### config.mk
export PLATFORM = sky130hd
export DESIGN_NAME = caps_layer_key_remapper
export DESIGN_NICKNAME = d
export VERILOG_FILES = /design/src/sv/clkr_pkg.sv /design/src/sv/clkr_core.sv /design/src/sv/caps_layer_key_remapper.sv
export SDC_FILE = /design/constraint.sdc
export NUM_CORES = 1
export LEC_CHECK = 0
export ABC_AREA = 1
export BUFFER_PORTS_ARGS = -buffer_cell sky130_fd_sc_hd__buf_2
export CORE_MARGIN = 1
export CORE_UTILIZATION = 35
export CTS_CLUSTER_DIAMETER = 150
export CTS_CLUSTER_SIZE = 14
export DETAILED_ROUTE_END_ITERATION = 10
export PLACE_DENSITY = 0.54
export SETUP_SLACK_MARGIN = 0.2
export SLEW_MARGIN = 5
export SYNTH_ARGS = -nofsm -noshare
export SYNTH_HDL_FRONTEND = slang
export SYNTH_SLANG_ARGS = --single-unit
### constraint.sdc
create_clock -name clk_i -period 8.25 [get_ports clk_i]
set_input_delay 2.0625 -clock clk_i [delete_from_list [all_inputs] [get_ports clk_i]]
set_output_delay 2.0625 -clock clk_i [all_outputs]
set_load 0.02 [all_outputs]
### src/sv/clkr_pkg.sv
`timescale 1ns / 1ps
`default_nettype none

package clkr_pkg;

  localparam int MAX_HELD_DEF = 8;

  localparam logic [7:0] CAPS_CODE_RESET = 8'd20;

  localparam logic [7:0] CODE_V = 8'h56;
  localparam logic [7:0] CODE_H = 8'h48;
  localparam logic [7:0] CODE_J = 8'h4A;
  localparam logic [7:0] CODE_K = 8'h4B;
  localparam logic [7:0] CODE_L = 8'h4C;

  localparam logic [2:0] EMIT_NONE   = 3'd0;
  localparam logic [2:0] EMIT_LEFT   = 3'd1;
  localparam logic [2:0] EMIT_DOWN   = 3'd2;
  localparam logic [2:0] EMIT_UP     = 3'd3;
  localparam logic [2:0] EMIT_RIGHT  = 3'd4;
  localparam logic [2:0] EMIT_ESCAPE = 3'd5;

  typedef struct packed {
    logic [7:0] key_code;
    logic       pressed;
  } clkr_in_t;

  typedef struct packed {
    logic       consumed;
    logic [2:0] emit_key;
  } clkr_out_t;

endpackage

`default_nettype wire

### src/sv/clkr_core.sv
`timescale 1ns / 1ps
`default_nettype none

module clkr_core #(
  parameter int MaxHeld = clkr_pkg::MAX_HELD_DEF
) (
  input  logic                clk_i,
  input  logic                rst_ni,
  input  logic                step_i,
  input  clkr_pkg::clkr_in_t  item_i,
  input  logic [7:0]          caps_code_i,
  output clkr_pkg::clkr_out_t result_o
);
  import clkr_pkg::*;

  localparam int CntW = $clog2(MaxHeld + 1);
  localparam int IdxW = $clog2(MaxHeld);

  logic [7:0]         list_q [MaxHeld];
  logic [7:0]         list_d [MaxHeld];
  logic [7:0]         rem    [MaxHeld];
  logic [CntW-1:0]    count_q;
  logic [CntW-1:0]    count_d;
  logic [MaxHeld-1:0] match;
  logic [MaxHeld-1:0] after;
  logic               found;
  logic               is_caps;
  logic               hit_v;
  logic [2:0]         dir;

  for (genvar i = 0; i < MaxHeld; i++) begin : g_slot
    assign match[i] = (CntW'(i) < count_q) && (list_q[i] == item_i.key_code);
    assign after[i] = |match[i:0];
    if (i < MaxHeld - 1) begin : g_shift
      assign rem[i] = after[i] ? list_q[i+1] : list_q[i];
    end else begin : g_last
      assign rem[i] = list_q[i];
    end
  end

  assign found   = |match;
  assign is_caps = (item_i.key_code == caps_code_i);
  assign hit_v   = (count_q == CntW'(2)) && (list_q[1] == CODE_V);

  always_comb begin
    case (item_i.key_code)
      CODE_H:  dir = EMIT_LEFT;
      CODE_J:  dir = EMIT_DOWN;
      CODE_K:  dir = EMIT_UP;
      CODE_L:  dir = EMIT_RIGHT;
      default: dir = EMIT_NONE;
    endcase
  end

  always_comb begin
    list_d            = list_q;
    count_d           = count_q;
    result_o.consumed = 1'b0;
    result_o.emit_key = EMIT_NONE;
    if (item_i.pressed) begin
      result_o.consumed = hit_v || (count_q != '0) || is_caps;
      if (hit_v) begin
        result_o.emit_key = dir;
      end
      if (hit_v && (dir != EMIT_NONE)) begin
        list_d  = rem;
        count_d = count_q - CntW'(found);
      end else if (((count_q != '0) || is_caps) && !found &&
                   (count_q < CntW'(MaxHeld))) begin
        list_d[count_q[IdxW-1:0]] = item_i.key_code;
        count_d = count_q + CntW'(1);
      end
    end else if (is_caps) begin
      count_d           = '0;
      result_o.consumed = 1'b1;
      result_o.emit_key = (count_q == CntW'(1)) ? EMIT_ESCAPE : EMIT_NONE;
    end else begin
      list_d  = rem;
      count_d = count_q - CntW'(found);
    end
  end

  always_ff @(posedge clk_i or negedge rst_ni) begin
    if (!rst_ni) begin
      count_q <= '0;
    end else if (step_i) begin
      count_q <= count_d;
    end
  end

  always_ff @(posedge clk_i) begin
    if (step_i) begin
      list_q <= list_d;
    end
  end

endmodule

`default_nettype wire

### src/sv/caps_layer_key_remapper.sv
`timescale 1ns / 1ps
`default_nettype none

// channel  direction  payload             handshake
// in       input      key_code, pressed   in_valid_i / in_ready_o
// out      output     consumed, emit_key  out_valid_o / out_ready_i
// cfg      input      caps_key_code       cfg_we_i (no wait)
//
// One item per cycle sustained while out_ready_i allows; each item passes through the
// input register and then the result register.
// The held list and its count update in the cycle the item leaves the input register.
// Reset empties the list and sets the caps code to 20.
// A stalled output holds the result; the input register takes an item while it
// is empty or while its item moves on to the result register.

module caps_layer_key_remapper #(
  parameter int MaxHeld = clkr_pkg::MAX_HELD_DEF
) (
  input  logic                clk_i,
  input  logic                rst_ni,
  input  logic                in_valid_i,
  output logic                in_ready_o,
  input  clkr_pkg::clkr_in_t  in_data_i,
  output logic                out_valid_o,
  input  logic                out_ready_i,
  output clkr_pkg::clkr_out_t out_data_o,
  input  logic                cfg_we_i,
  input  logic [7:0]          cfg_wdata_i
);
  import clkr_pkg::*;

  logic       s1_valid_q;
  logic       s1_valid_d;
  clkr_in_t   s1_data_q;
  logic       out_valid_q;
  logic       out_valid_d;
  clkr_out_t  out_data_q;
  clkr_out_t  result;
  logic [7:0] caps_q;
  logic       advance;
  logic       in_take;

  assign advance    = s1_valid_q && (!out_valid_q || out_ready_i);
  assign in_ready_o = !s1_valid_q || advance;
  assign in_take    = in_valid_i && in_ready_o;

  always_comb begin
    s1_valid_d = s1_valid_q;
    if (in_take) begin
      s1_valid_d = 1'b1;
    end else if (advance) begin
      s1_valid_d = 1'b0;
    end
    out_valid_d = out_valid_q;
    if (advance) begin
      out_valid_d = 1'b1;
    end else if (out_ready_i) begin
      out_valid_d = 1'b0;
    end
  end

  clkr_core #(
    .MaxHeld(MaxHeld)
  ) u_core (
    .clk_i      (clk_i),
    .rst_ni     (rst_ni),
    .step_i     (advance),
    .item_i     (s1_data_q),
    .caps_code_i(caps_q),
    .result_o   (result)
  );

  always_ff @(posedge clk_i or negedge rst_ni) begin
    if (!rst_ni) begin
      s1_valid_q  <= 1'b0;
      out_valid_q <= 1'b0;
      caps_q      <= CAPS_CODE_RESET;
    end else begin
      s1_valid_q  <= s1_valid_d;
      out_valid_q <= out_valid_d;
      if (cfg_we_i) begin
        caps_q <= cfg_wdata_i;
      end
    end
  end

  always_ff @(posedge clk_i) begin
    if (in_take) begin
      s1_data_q <= in_data_i;
    end
    if (advance) begin
      out_data_q <= result;
    end
  end

  assign out_valid_o = out_valid_q;
  assign out_data_o  = out_data_q;

endmodule

`default_nettype wire

* Word-level counts from Yosys, hierarchy flattened
Cells that the tools add are included.
** Operators by class
- Eq/ne operators :: 18
- Mux-type cells :: 27
- Magnitude comparators :: 11
- $add $sub $neg :: 2
- Reduce and logical (&&, ||, !) cells :: 37
- Bitwise gates (word level) :: 2
** Operator list (number)
- $mux W64 :: 4
- $eq A8 B8 Y1 :: 9
- $bwmux W64 :: 1
- $mux W8 :: 8
- $eq A8 B7 Y1 const B :: 5
- $demux W8 S3 :: 1
- $mux W4 :: 6
- $lt A3 B4 Y1 const A :: 4
- $logic_and A1 B1 Y1 :: 15
- $pmux W3 S4 :: 1
- $lt A1 B4 Y1 const A :: 2
- $lt A2 B4 Y1 const A :: 2
- $reduce_or A8 Y1 :: 1
- $reduce_or A7 Y1 :: 1
- $mux W3 :: 2
- $reduce_or A6 Y1 :: 1
- $logic_or A1 B1 Y1 :: 5
- $reduce_or A5 Y1 :: 1
- $add A4 B1 Y4 const B :: 1
- $eq A4 B1 Y1 const B :: 1
- $eq A4 B2 Y1 const B :: 1
- $ge A4 B4 Y1 const B :: 1
- $lt A4 B1 Y1 const B :: 1
- $lt A4 B4 Y1 const B :: 1
- other kinds (16) :: 22
** Storage, ports and cells
- Logic and storage cells :: 113
- Flip-flop bits (word level) :: 91
- Output and inout bits :: 6
- Bits of input ports :: 22

* Logic depth before layout (Yosys ltp)
- Depth after elaboration :: 9
- Mapped depth :: 22
- Mapped depth without buffers :: 21

* Modules after synthesis
A second synthesis with hierarchy kept.
** Unflattened totals
- Cells, all modules :: 921
- Area total of the unflattened synthesis :: 6638.9 sq um
** By module, submodules not included
- clkr_core :: area each 5844.4 sq um, instances 1, cells each 863
- caps_layer_key_remapper :: area each 794.5 sq um, instances 1, cells each 58

* Least setup slack after synthesis
Ideal clock, no wire load.
- Path kind :: input-to-output
- Start point :: input port out_ready_i
- End point :: output port in_ready_o
- Cell stages on the path :: 2
- Buffers on the path :: 0
- Data required time :: 6.188 ns
- Slack :: 3.872 ns
- Arrival time :: 2.316 ns
- Cell sequence :: inv_1 -> nand3_1
** Between the ends
- Longest elaborated chain between the ends :: 3
** Ends and longest elaborated chain
- start, declared :: line caps_layer_key_remapper.sv:25 : input logic out_ready_i,
- $logic_or A1 B1 Y1 :: line caps_layer_key_remapper.sv:43 : assign advance = s1_valid_q && (!out_valid_q || out_ready_i);
- $logic_and A1 B1 Y1 :: line caps_layer_key_remapper.sv:43
- $logic_or A1 B1 Y1 :: line caps_layer_key_remapper.sv:44 : assign in_ready_o = !s1_valid_q || advance;
- end, declared :: line caps_layer_key_remapper.sv:22 : output logic in_ready_o,
No other way between the ends.

* Worst setup path after layout
Same ends and word-level chain as after synthesis.

==> metrics.csv <==
metric;value;unit
run_status;complete, no violations;
final_cell_area;6665;um2
die_w;135.3;um
maxCapViolations;0;
cts-resized-gates;0;
critical_path.startpoint;out_ready_i;
power_switching;639.4;uW
antenna_cells_inserted;0;
startpoint_type_of_the_worst_setup_path;primary input;
avgRoutedWirePerCell;16.45;um
critical_path_class;primary input to primary output;
min_path_cells;2;
via_count;5389;
htree_num_levels;3;
rsz0062_at_grt;no;
cts_max_path_buffers;2;
switching_share;38.61;%
synth.lib_cells_used.distinct;38;
num_rows;48;
final_report_max_slew_violation_count;0;
clk_root_buffer_cell;sky130_fd_sc_hd__clkbuf_16;
portBuffers;27;
worstPathRequired;6.19;ns
worst_hold_path_type;flop to flop;
first_pass_iters;5;
antenna_found_initial;0;
synth-seq-cells;91;
timing.fmax;219.9;MHz
postPlaceCellArea;6385;um2
syn_inst;831;
cts_tree;done;
gp_routability_congestion;0.7895;
antenna_left;0;
p_comb_share;32.4;%
critPathCapture;in_ready_o;
first_global_vias;5024;
cts_hold_repair.buffers;0;
detail_route.wirelength;17570;um
fp.dieArea;18320;um2
die_h;135.3;um
worst_setup_hold_path_clk_slew;0.07;ns
grt_first_pass_wirelength;27830;um
floorplan.io_pins;28;
max-vdd-ir-drop;0.1179;mV
gr-total-overflow;0;
critical_path_peak_fanout;3;
grt_max_degree;64;
drc_errors;0;
final_common_cell;sky130_fd_sc_hd__nand2_1;
num-nets-final;866;
powerDensity;248.4;nW/um2
ys.warnings.count;0;
critPathCaptureType;primary output;
post-place-cells;1052;
ffs_w_async_s_r_synth;15.38;%
whs;0.5020;ns
power.leakage;0.003123;uW
r2r_end;u_core.count_q[3];
cts_post_setup_buffers_inserted;0;
finalHoldViolCount;0;
worst_ep_arrival_time;2.48;ns
tot_pwr;1656;uW
synth-edff-count;77;
setup_viol_count_final;0;
syn_area_per_cell;7.489;um2
groute.usage.overall;20.38;%
period_minus_slack;4.547;ns
core_area;17360;um2
clock_latency_at_the_later_pin_of_the_worst_skew_pair;0.36;ns
mostFrequentLayoutCells;293 x sky130_fd_sc_hd__nand2_1, 93 x sky130_fd_sc_hd__inv_1, 86 x sky130_fd_sc_hd__nand3_1, 77 x sky130_fd_sc_hd__edfxtp_1, 66 x sky130_fd_sc_hd__nor2_1;
via_to_cell_ratio;5.046;
clockPowerShare;24.4;%
reg2reg_from;s1_data_q[4];
area_growth;7.097;%
seq_power_share;43.2;%
mappedNetlistNets;859;
netlist_area;6223;um2
number_of_cells_on_the_worst_reg_to_reg_path;19;
cts-buffers-inserted;9;
fin_worst_skew;0.007919;ns
cellInternalPower;1016;uW
post_route_cells_drive_above_1_share;9.964;%
cts_sinks;91;
finalSetupTns;0;ns
dpl.hpwl;11550;um
dr.first_iter.drc_count;423;
max-slew-margin-rel;34.10;%
max_slew.worst_pin.slew;0.9884;ns
fillCellCount;1814;
final_min_period_over_clock_period;55.11;%
setup.reg_to_reg.worst_slack;4.17;ns
ys_dominant_reg_cell;sky130_fd_sc_hd__edfxtp_1;
initial_utilization;35.86;%
finalNonFillerCells;1068;
synth_sequential_area_ratio;42.82;%
[flip-flops by register name, summed over array words and instances (netlist names)]
name,cells
out_data_o,4
caps_q,8
u_core.list_q,64
out_valid_o,1
u_core.count_q,4
s1_data_q,9
s1_valid_q,1
[worst min-delay path by stage]
stage                    start     endpoint
floorplan           s1_valid_q  out_valid_o
global placement     caps_q[4]    caps_q[4]
detailed placement  s1_valid_q  out_valid_o
CTS                  caps_q[2]    caps_q[2]
global route        s1_valid_q  out_valid_o
finish              s1_valid_q  out_valid_o
[cell families (layout without fill, tap and decap cells)]
family                     after synthesis  count (layout)  share of synthesized area [%]
and+or+nand+nor                        493             493                          34.70
xor gates and xnor gates                21              21                          2.955
DFF                                     91              91                          42.82
adders and majority gates                6               6                          1.206
AOI/OAI and AO/OA                       80              80                          7.258
buffers and inverters                  140             152                          11.06
[final cells by class]
type	count	area, um2	area share, %
Multi-Input combinational cell	600	2870	43.06
Tap cell	225	281.5	4.224
Sequential cell	91	2665	39.99
Clock buffer	11	242.7	3.642
Inverter	104	395.4	5.932
Timing Repair Buffer	32	172.7	2.591
Clock inverter	5	37.54	0.5632
[per-stage QoR]
step	util, %	setup WS, ns
finish	38.40	3.703
global route	38.40	3.638
CTS	38.40	3.702
detailed placement	36.79	3.705
global placement	36.79	3.710
floorplan	-	3.872
[worst max-delay path: stages]
cell and delay (ns):
sky130_fd_sc_hd__buf_2 0.09, sky130_fd_sc_hd__inv_1 0.06, sky130_fd_sc_hd__nand3_1 0.09, sky130_fd_sc_hd__buf_2 0.18
[metal layers]
| layer | vias to the layer above | track usage, % | share of wire (%) |
|---|---|---|---|
| li1 | 2709 | - | - |
| met1 | 2495 | 27.72 | 45 |
| met2 | 160 | 33.02 | 47 |
| met3 | 25 | 2.918 | 6.1 |
| met4 | 0 | 7.054 | 2.2 |
| met5 | - | 0 | 0 |
[power groups by stage]
stage	Clock (uW)	Combinational, uW	Sequential [uW]
floorplan	0	419	694
global placement	0	531	722
detailed placement	0	534	724
CTS	416	537	714
global route	433	610	729
finish	404	536	716
[Yosys cell counts (9+ instances only)]
library cell / n / area, um2
sky130_fd_sc_hd__nand3_1: 86 / 430.4
sky130_fd_sc_hd__nand2_2: 9 / 56.30
sky130_fd_sc_hd__a21oi_1: 12 / 60.06
sky130_fd_sc_hd__inv_1: 93 / 349.1
sky130_fd_sc_hd__o21ai_0: 34 / 170.2
sky130_fd_sc_hd__nor2_1: 66 / 247.7
sky130_fd_sc_hd__o211ai_1: 17 / 127.6
sky130_fd_sc_hd__buf_4: 17 / 127.6
sky130_fd_sc_hd__o21ai_1: 14 / 70.07
sky130_fd_sc_hd__xnor2_1: 13 / 113.9
sky130_fd_sc_hd__nand4_1: 18 / 112.6
sky130_fd_sc_hd__edfxtp_1: 77 / 2312
sky130_fd_sc_hd__buf_6: 10 / 112.6
sky130_fd_sc_hd__nand2_1: 293 / 1100
sky130_fd_sc_hd__dfrtp_1: 12 / 300.3
Power figures use the tool's default switching activity.
